`src/rtl/core/qoienc_pkg.sv`:
```
`timescale 1ns / 1ps

package qoienc_pkg;

  localparam int unsigned TableDepth = 64;
  localparam int unsigned IdxW       = $clog2(TableDepth);
  localparam int unsigned MaxRunDef  = 62;
  localparam int unsigned MaxBytes   = 6;
  localparam int unsigned CntW       = $clog2(MaxBytes + 1);

  localparam logic [1:0] OpIndexTag = 2'b00;
  localparam logic [1:0] OpDiffTag  = 2'b01;
  localparam logic [1:0] OpLumaTag  = 2'b10;
  localparam logic [1:0] OpRunTag   = 2'b11;
  localparam logic [7:0] OpRgb      = 8'hFE;
  localparam logic [7:0] OpRgba     = 8'hFF;

  // red in the low byte, alpha in the high byte
  typedef struct packed {
    logic [7:0] alpha;
    logic [7:0] blue;
    logic [7:0] green;
    logic [7:0] red;
  } pixel_t;

  localparam pixel_t ResetPixel = '{alpha: 8'hFF, blue: 8'h00, green: 8'h00, red: 8'h00};

  typedef struct packed {
    logic            en;     // read old entry and write new one
    logic            clr;    // drop every entry back to zero
    logic [IdxW-1:0] idx;
    pixel_t          wdata;
  } tbl_req_t;

  // (3r + 5g + 7b + 11a) mod 64
  function automatic logic [IdxW-1:0] pixel_hash(pixel_t px);
    logic [11:0] sum;
    sum = 12'(px.red) * 12'd3 + 12'(px.green) * 12'd5
        + 12'(px.blue) * 12'd7 + 12'(px.alpha) * 12'd11;
    return sum[IdxW-1:0];
  endfunction

endpackage

```
`src/rtl/core/qoienc_table.sv`:
```
`timescale 1ns / 1ps

module qoienc_table (
  input  logic                clk_i,
  input  logic                rst_ni,
  input  qoienc_pkg::tbl_req_t req_i,
  output qoienc_pkg::pixel_t   rdata_o
);
  import qoienc_pkg::*;

  pixel_t                mem [TableDepth];
  pixel_t                rd_q;
  logic                  rd_vld_q;
  logic [TableDepth-1:0] vld_q;

  // read-before-write: the read returns the entry as it was before this transaction
  always_ff @(posedge clk_i) begin
    if (req_i.en) begin
      rd_q            <= mem[req_i.idx];
      mem[req_i.idx]  <= req_i.wdata;
    end
  end

  always_ff @(posedge clk_i or negedge rst_ni) begin
    if (!rst_ni) begin
      vld_q    <= '0;
      rd_vld_q <= 1'b0;
    end else if (req_i.en) begin
      rd_vld_q <= vld_q[req_i.idx];
      if (req_i.clr) begin
        vld_q <= '0;
      end else begin
        vld_q[req_i.idx] <= 1'b1;
      end
    end
  end

  assign rdata_o = rd_vld_q ? rd_q : '0;

endmodule

```
`src/rtl/core/qoi_pixel_encoder.sv`:
```
`timescale 1ns / 1ps
// A pixel's first byte goes through the lookup stage and serializer registers to m_axis.
// Throughput, while m_axis_tready stays high: one pixel per cycle while pixels give at
// most one byte each; otherwise one output byte per cycle, set by the byte serializer.
// The hash table is read and rewritten in the accept cycle, so a new pixel can follow.
// Reset (rst_ni low, async): table, previous pixel and run count to their reset values.
// The same clear happens after every pixel marked by s_axis_tlast.

module qoi_pixel_encoder #(
  parameter int unsigned MAX_RUN = qoienc_pkg::MaxRunDef
) (
  input  logic        clk_i,
  input  logic        rst_ni,
  input  logic        s_axis_tvalid,
  output logic        s_axis_tready,
  input  logic [31:0] s_axis_tdata,   // red, green, blue, alpha
  input  logic        s_axis_tlast,   // final_pixel
  output logic        m_axis_tvalid,
  input  logic        m_axis_tready,
  output logic [7:0]  m_axis_tdata,   // out_byte
  output logic        m_axis_tuser,   // last_of_pixel
  output logic        m_axis_tlast    // image_done
);
  import qoienc_pkg::*;

  localparam logic [5:0] MaxRun = 6'(MAX_RUN);

  // ---------------- accept stage ----------------
  pixel_t          px_in;
  logic            accept;
  logic            eq;
  logic [5:0]      run_inc;
  logic            emit_run;
  logic [7:0]      run_byte;
  logic [IdxW-1:0] hash;
  tbl_req_t        tbl_req;
  pixel_t          tbl_rdata;

  pixel_t     prev_q, prev_d;
  logic [5:0] run_q, run_d;

  // ---------------- lookup stage ----------------
  logic            s1_valid_q, s1_valid_d;
  pixel_t          s1_px_q, s1_prev_q;
  logic            s1_eq_q, s1_emit_q, s1_last_q;
  logic [7:0]      s1_run_byte_q;
  logic [IdxW-1:0] s1_hash_q;
  logic            s1_adv;

  logic [7:0]      dr, dg, db, dr2, dg2, db2, dg32;
  logic [8:0]      drg8, dbg8;
  logic            diff_ok, luma_ok;
  logic [7:0]      op_b  [MaxBytes];
  logic [CntW-1:0] op_n;
  logic [7:0]      bytes [MaxBytes];
  logic [CntW-1:0] n1;

  // ---------------- serializer ----------------
  logic [7:0]      ser_b_q [MaxBytes];
  logic [CntW-1:0] ser_cnt_q;
  logic            ser_img_q;
  logic            ser_free;
  logic            load;
  logic            out_hs;

  assign px_in  = pixel_t'(s_axis_tdata);
  assign accept = s_axis_tvalid && s_axis_tready;
  assign hash   = pixel_hash(px_in);

  always_comb begin
    eq      = (px_in == prev_q);
    run_inc = run_q + 6'd1;
    if (eq) begin
      emit_run = (run_inc >= MaxRun) || s_axis_tlast;
      run_byte = {OpRunTag, run_q};
    end else begin
      emit_run = (run_q != 6'd0);
      run_byte = {OpRunTag, run_q - 6'd1};
    end
  end

  always_comb begin
    prev_d = prev_q;
    run_d  = run_q;
    if (accept) begin
      if (s_axis_tlast) begin
        prev_d = ResetPixel;
        run_d  = '0;
      end else begin
        prev_d = px_in;
        run_d  = (eq && !emit_run) ? run_inc : 6'd0;
      end
    end
  end

  always_comb begin
    tbl_req.en    = accept;
    tbl_req.clr   = s_axis_tlast;
    tbl_req.idx   = hash;
    tbl_req.wdata = px_in;
  end

  qoienc_table u_table (
    .clk_i   (clk_i),
    .rst_ni  (rst_ni),
    .req_i   (tbl_req),
    .rdata_o (tbl_rdata)
  );

  always_ff @(posedge clk_i or negedge rst_ni) begin
    if (!rst_ni) begin
      prev_q     <= ResetPixel;
      run_q      <= '0;
      s1_valid_q <= 1'b0;
    end else begin
      prev_q     <= prev_d;
      run_q      <= run_d;
      s1_valid_q <= s1_valid_d;
    end
  end

  always_ff @(posedge clk_i) begin
    if (accept) begin
      s1_px_q       <= px_in;
      s1_prev_q     <= prev_q;
      s1_eq_q       <= eq;
      s1_emit_q     <= emit_run;
      s1_run_byte_q <= run_byte;
      s1_last_q     <= s_axis_tlast;
      s1_hash_q     <= hash;
    end
  end

  // channel differences, wrapped to 8 bits
  always_comb begin
    dr   = s1_px_q.red   - s1_prev_q.red;
    dg   = s1_px_q.green - s1_prev_q.green;
    db   = s1_px_q.blue  - s1_prev_q.blue;
    dr2  = dr + 8'd2;
    dg2  = dg + 8'd2;
    db2  = db + 8'd2;
    dg32 = dg + 8'd32;
    // red/blue minus green needs the ninth bit
    drg8 = {dr[7], dr} - {dg[7], dg} + 9'd8;
    dbg8 = {db[7], db} - {dg[7], dg} + 9'd8;
    diff_ok = (dr2 < 8'd4) && (dg2 < 8'd4) && (db2 < 8'd4);
    luma_ok = (dg32 < 8'd64) && (drg8 < 9'd16) && (dbg8 < 9'd16);
  end

  always_comb begin
    for (int i = 0; i < MaxBytes; i++) begin
      op_b[i] = '0;
    end
    if (tbl_rdata == s1_px_q) begin
      op_b[0] = {OpIndexTag, s1_hash_q};
      op_n    = CntW'(1);
    end else if (s1_px_q.alpha != s1_prev_q.alpha) begin
      op_b[0] = OpRgba;
      op_b[1] = s1_px_q.red;
      op_b[2] = s1_px_q.green;
      op_b[3] = s1_px_q.blue;
      op_b[4] = s1_px_q.alpha;
      op_n    = CntW'(5);
    end else if (diff_ok) begin
      op_b[0] = {OpDiffTag, dr2[1:0], dg2[1:0], db2[1:0]};
      op_n    = CntW'(1);
    end else if (luma_ok) begin
      op_b[0] = {OpLumaTag, dg32[5:0]};
      op_b[1] = {drg8[3:0], dbg8[3:0]};
      op_n    = CntW'(2);
    end else begin
      op_b[0] = OpRgb;
      op_b[1] = s1_px_q.red;
      op_b[2] = s1_px_q.green;
      op_b[3] = s1_px_q.blue;
      op_n    = CntW'(4);
    end
  end

  // pending run byte goes ahead of the pixel's own op
  always_comb begin
    bytes[0] = s1_emit_q ? s1_run_byte_q : op_b[0];
    for (int i = 1; i < MaxBytes; i++) begin
      bytes[i] = s1_emit_q ? op_b[i-1] : op_b[i];
    end
    n1 = CntW'(s1_emit_q) + (s1_eq_q ? CntW'(0) : op_n);
  end

  assign out_hs   = m_axis_tvalid && m_axis_tready;
  assign ser_free = (ser_cnt_q == '0) || ((ser_cnt_q == CntW'(1)) && m_axis_tready);
  assign s1_adv   = s1_valid_q && ((n1 == '0) || ser_free);
  assign load     = s1_adv && (n1 != '0);

  assign s_axis_tready = !s1_valid_q || s1_adv;

  always_comb begin
    s1_valid_d = s1_valid_q;
    if (accept) begin
      s1_valid_d = 1'b1;
    end else if (s1_adv) begin
      s1_valid_d = 1'b0;
    end
  end

  always_ff @(posedge clk_i or negedge rst_ni) begin
    if (!rst_ni) begin
      ser_cnt_q <= '0;
    end else if (load) begin
      ser_cnt_q <= n1;
    end else if (out_hs) begin
      ser_cnt_q <= ser_cnt_q - CntW'(1);
    end
  end

  always_ff @(posedge clk_i) begin
    if (load) begin
      ser_b_q   <= bytes;
      ser_img_q <= s1_last_q;
    end else if (out_hs) begin
      for (int i = 0; i < MaxBytes - 1; i++) begin
        ser_b_q[i] <= ser_b_q[i+1];
      end
    end
  end

  assign m_axis_tvalid = (ser_cnt_q != '0);
  assign m_axis_tdata  = ser_b_q[0];
  assign m_axis_tuser  = (ser_cnt_q == CntW'(1));
  assign m_axis_tlast  = (ser_cnt_q == CntW'(1)) && ser_img_q;

endmodule

```
`config.mk`:
```
export PLATFORM = sky130hd
export DESIGN_NAME = qoi_pixel_encoder
export DESIGN_NICKNAME = d
export VERILOG_FILES = /design/src/rtl/core/qoienc_pkg.sv /design/src/rtl/core/qoienc_table.sv /design/src/rtl/core/qoi_pixel_encoder.sv
export SDC_FILE = /design/constraint.sdc
export NUM_CORES = 2
export LEC_CHECK = 0
export BUFFER_PORTS_ARGS = -buffer_cell sky130_fd_sc_hd__clkbuf_2
export CAP_MARGIN = 0
export CELL_PAD_IN_SITES_DETAIL_PLACEMENT = 2
export CELL_PAD_IN_SITES_GLOBAL_PLACEMENT = 2
export CORE_MARGIN = 1
export CORE_UTILIZATION = 30
export CTS_BUF_LIST = sky130_fd_sc_hd__clkbuf_4
export DETAILED_ROUTE_END_ITERATION = 10
export PLACE_DENSITY_LB_ADDON = 0.2
export SYNTH_ARGS = -nofsm -noshare
export SYNTH_HDL_FRONTEND = slang
export SYNTH_HIERARCHICAL = 1
export SYNTH_SLANG_ARGS = --single-unit
```
`constraint.sdc`:
```
create_clock -name clk_i -period 22.8 [get_ports clk_i]
set_input_delay 1.14 -clock clk_i [delete_from_list [all_inputs] [get_ports clk_i]]
set_output_delay 1.14 -clock clk_i [all_outputs]
set_load 0.01 [all_outputs]
```
==> metrics.md <==
| Metric | Value |
|---|---|
| Status | `finished with violations` |
| Failing checks | `capacitance limit, slew limit` |
| Path type of the worst setup path | `reg2reg` |
| Top-area cell type share of the netlist area | `70.5%` |
| Sequential area share after synthesis | `about three quarters` |
| Hold Vio Cnt, Final | `0` |
| Area of the core | `between 300000 and 400000 um2` |
| Critical path depth | `28` |
| Top post-synthesis cells by area | `edfxtp_1 (71%), mux4_2 (4.3%), dfrtp_1 (2.6%)` |
| Nets@finish | `a little over 6000` |
| Unique cell type count in the Yosys netlist | `100` |
| Synth-to-Final Area Change | `15.6%` |
| Clk buf depth | `4` |
| CTS tree | `done` |
| Vias/cell | `around 5.5` |
| Synth Cell Area | `between 90000 and 100000 um2` |
| Initial antenna violation count | `between 40 and 50` |
| Setup slack at placement | `12.85 ns` |
| Reg2reg path depth | `28` |
| Worst path required time | `around 24 ns` |
| Post-synthesis cell count | `5433` |
| Synthesized area per cell | `around 17 um2` |
| Share of layout cells above drive strength 1 | `between 20% and 30%` |
| Via count | `slightly below 60000` |
| Num CTS Buffers | `about 650` |
| Final worst setup slack | `between 10 and 15 ns` |
| Vias in the first global route | `about 62000` |
| Starting Density | `a little under a third` |
| Post-synth top cells | `edfxtp_1 (2208), a221oi_1 (241), mux2i_1 (231)` |
| Final TNS setup | `0 ns` |
| Post-synth top area cell | `edfxtp_1` |
| Full die area | `approximately 320000 um2` |
| Worst Setup Start Kind | `register` |
| # DRC | `0` |
| Worst clock skew | `roughly 0.20 ns` |
| Pin count of the biggest net entering global routing | `approximately 100` |
| CP Max Fanout | `36` |
| Post-route antenna net violation count | `0` |
| Placed wire-length estimate | `between 200000 and 250000 um` |
| Worst min path class | `in2reg` |
| RSZ-0062 raised after global routing | `false` |
| Dominant synthesized flop cell | `edfxtp_1` |
| Post-DP Area | `about 100000 um2` |
| EDFF count, synth | `2208` |
| Setup violators final | `0` |
| First-pass GRT wire length | `524000 um` |
| Filler instances | `31300` |
| Count leader, synth | `edfxtp_1` |
| Insertion delay to the later sink of the worst-skew pair | `1.60 ns` |
| DR WL/cell | `between 30 and 40 um` |
| Worst-margin pin slew | `between 1 and 1.5 ns` |
| Num Clock Sinks | `between 2000 and 2500` |
| Minimum clock period after layout | `just over 10 ns` |
| Initial DRC count | `6080` |
| DRT Pass-1 Iters | `6` |
| Mapped Nets | `~5600` |
| FMAX | `between 90 and 100 MHz` |
| Postcts setup bufs | `0` |
| Clk pin slew, worst setup/hold paths | `about 0.070 ns` |
| Rows | `~200` |
| WP buf/inv | `5` |
| I/O pin count | `49` |
| Family with the most delay on the worst path | `simple AND/OR/NAND/NOR gates` |
| Crit-path slowest cell | `nor2_4` |
| GR Overflow Total | `0` |
| Routability Congestion | `0.823` |
| Max_slew headroom | `-0.481%` |
| Fin crit share | `between 40% and 50%` |
| Clock root buffer | `clkbuf_4` |
| H-Tree Level Count | `6` |
| Worst Setup End Kind | `register` |
| Finished Cell Area | `roughly 110000 um2` |
| Yosys reg bits | `2315` |
| Synth warn | `6` |
| Hold Path Cell Cnt | `1` |
| Cell repeated most along the worst path | `nor2_1` |
| Slew Limit Fails | `1` |
| GRT Resource Usage Total | `approximately a quarter` |
| Number of gates resized after CTS | `0` |
| Die height | `between 500 and 600 um` |
| Max-cap violations | `1` |
| Port Buf Inserts | `48` |
| Die Wd | `562 um` |
| Crit path largest cell delay | `between 0.7 and 0.8 ns` |
| Final WL | `around 380000 um` |
| Ys async rst share | `under 10%` |
| Hold Buf Count CTS | `12` |
| Worst EP arrival | `roughly 11 ns` |
[cell families (layout without fill, tap and decap cells)]
kind of cell,Yosys count,in the layout,synth area share (%)
compound gates,1136,1136,8.82
fa+ha+maj,107,107,1.65
buf+inv,436,1512,2.27
other cells,0,18,0
xor+xnor,122,122,1.17
simple gates,716,716,3.69
mux,601,601,9.05
flops,2315,2315,73.4
[final timing paths]
| check | from | to | slack [ns] |
|---|---|---|---|
| min | s_axis_tdata[25] | u_table/mem[62][25] | 0.13 |
| max reg2reg | s1_px_q[8] | u_table/mem[59][21] | 12.73 |
| max | s1_px_q[8] | u_table/mem[59][21] | 12.73 |
| max in group asynchronous | rst_ni | u_table/vld_q[39] | 21.21 |
| min reg2reg | prev_q[20] | s1_prev_q[20] | 0.41 |
| min in group asynchronous | rst_ni | u_table/rd_vld_q | 0.31 |
[layout by cell type (no fill, tap or decap), types with 80 or more instances in the layout]
cell and instances:
edfxtp_1 2208, clkbuf_4 984, a221oi_1 241, mux2i_1 231
buf_4 231, mux2_2 185, mux4_2 179, nand2_1 167
nor2_1 156, o21ai_0 142, a22oi_1 140, a21oi_1 134
o22ai_1 109, dfrtp_1 99, inv_1 91, clkinv_1 80
[sequential cells by signal, summed over array words and instances, names as in the netlist]
signal,flops
ser_b_q,40
u_table/vld_q,64
ser_cnt_q,3
m_axis_tdata,8
s1_prev_q,32
s1_last_q,1
s1_px_q,32
s1_emit_q,1
run_q,6
s1_run_byte_q,6
u_table/mem,2048
s1_valid_q,1
prev_q,32
ser_img_q,1
u_table/rd_vld_q,1
u_table/rd_q,32
s1_eq_q,1
s1_hash_q,6
[through the flow]
stage	hold WS [ns]	utilization (%)	std cells
after floorplan	0.400	-	5433
after global placement	0.425	32.1	9516
after detailed placement	0.428	32.1	9517
after CTS	0.00453	34.8	10600
after global routing	0.137	34.8	10700
final	0.125	34.9	10700
[worst reg2reg max path, delay by kind of cell, from the launching register on]
family | cells | cell delay (ns)
simple gates | 13 | 4.48
flops | 1 | 0.46
mux | 1 | 0.30
buf+inv | 5 | 1.38
compound gates | 5 | 1.68
fa+ha+maj | 4 | 1.25
[cell type report]
cell class	instances	area [um2]	area share [%]
diodes	18	45.0	0.0414
repair buffers	296	2250	2.07
clock buffers	984	7390	6.79
flip-flops and latches	2315	69000	63.4
clock inverters	136	913	0.840
well taps	4140	5180	4.76
inverters	96	378	0.348
multi-input cells	2682	23600	21.7
[metal layers]
metal  up-vias  global-route usage [%]  wire (um)
met1     32400                    33.1     168000
met5         -                       0        109
met2      2371                    38.6     180000
met3       546                    4.02      25100
met4        16                    6.50       9080
li1      23700                       -          -
Power is left out: the tool's default activity adds up to more than one toggle a clock period on the data nets, which glitch-free logic cannot reach.
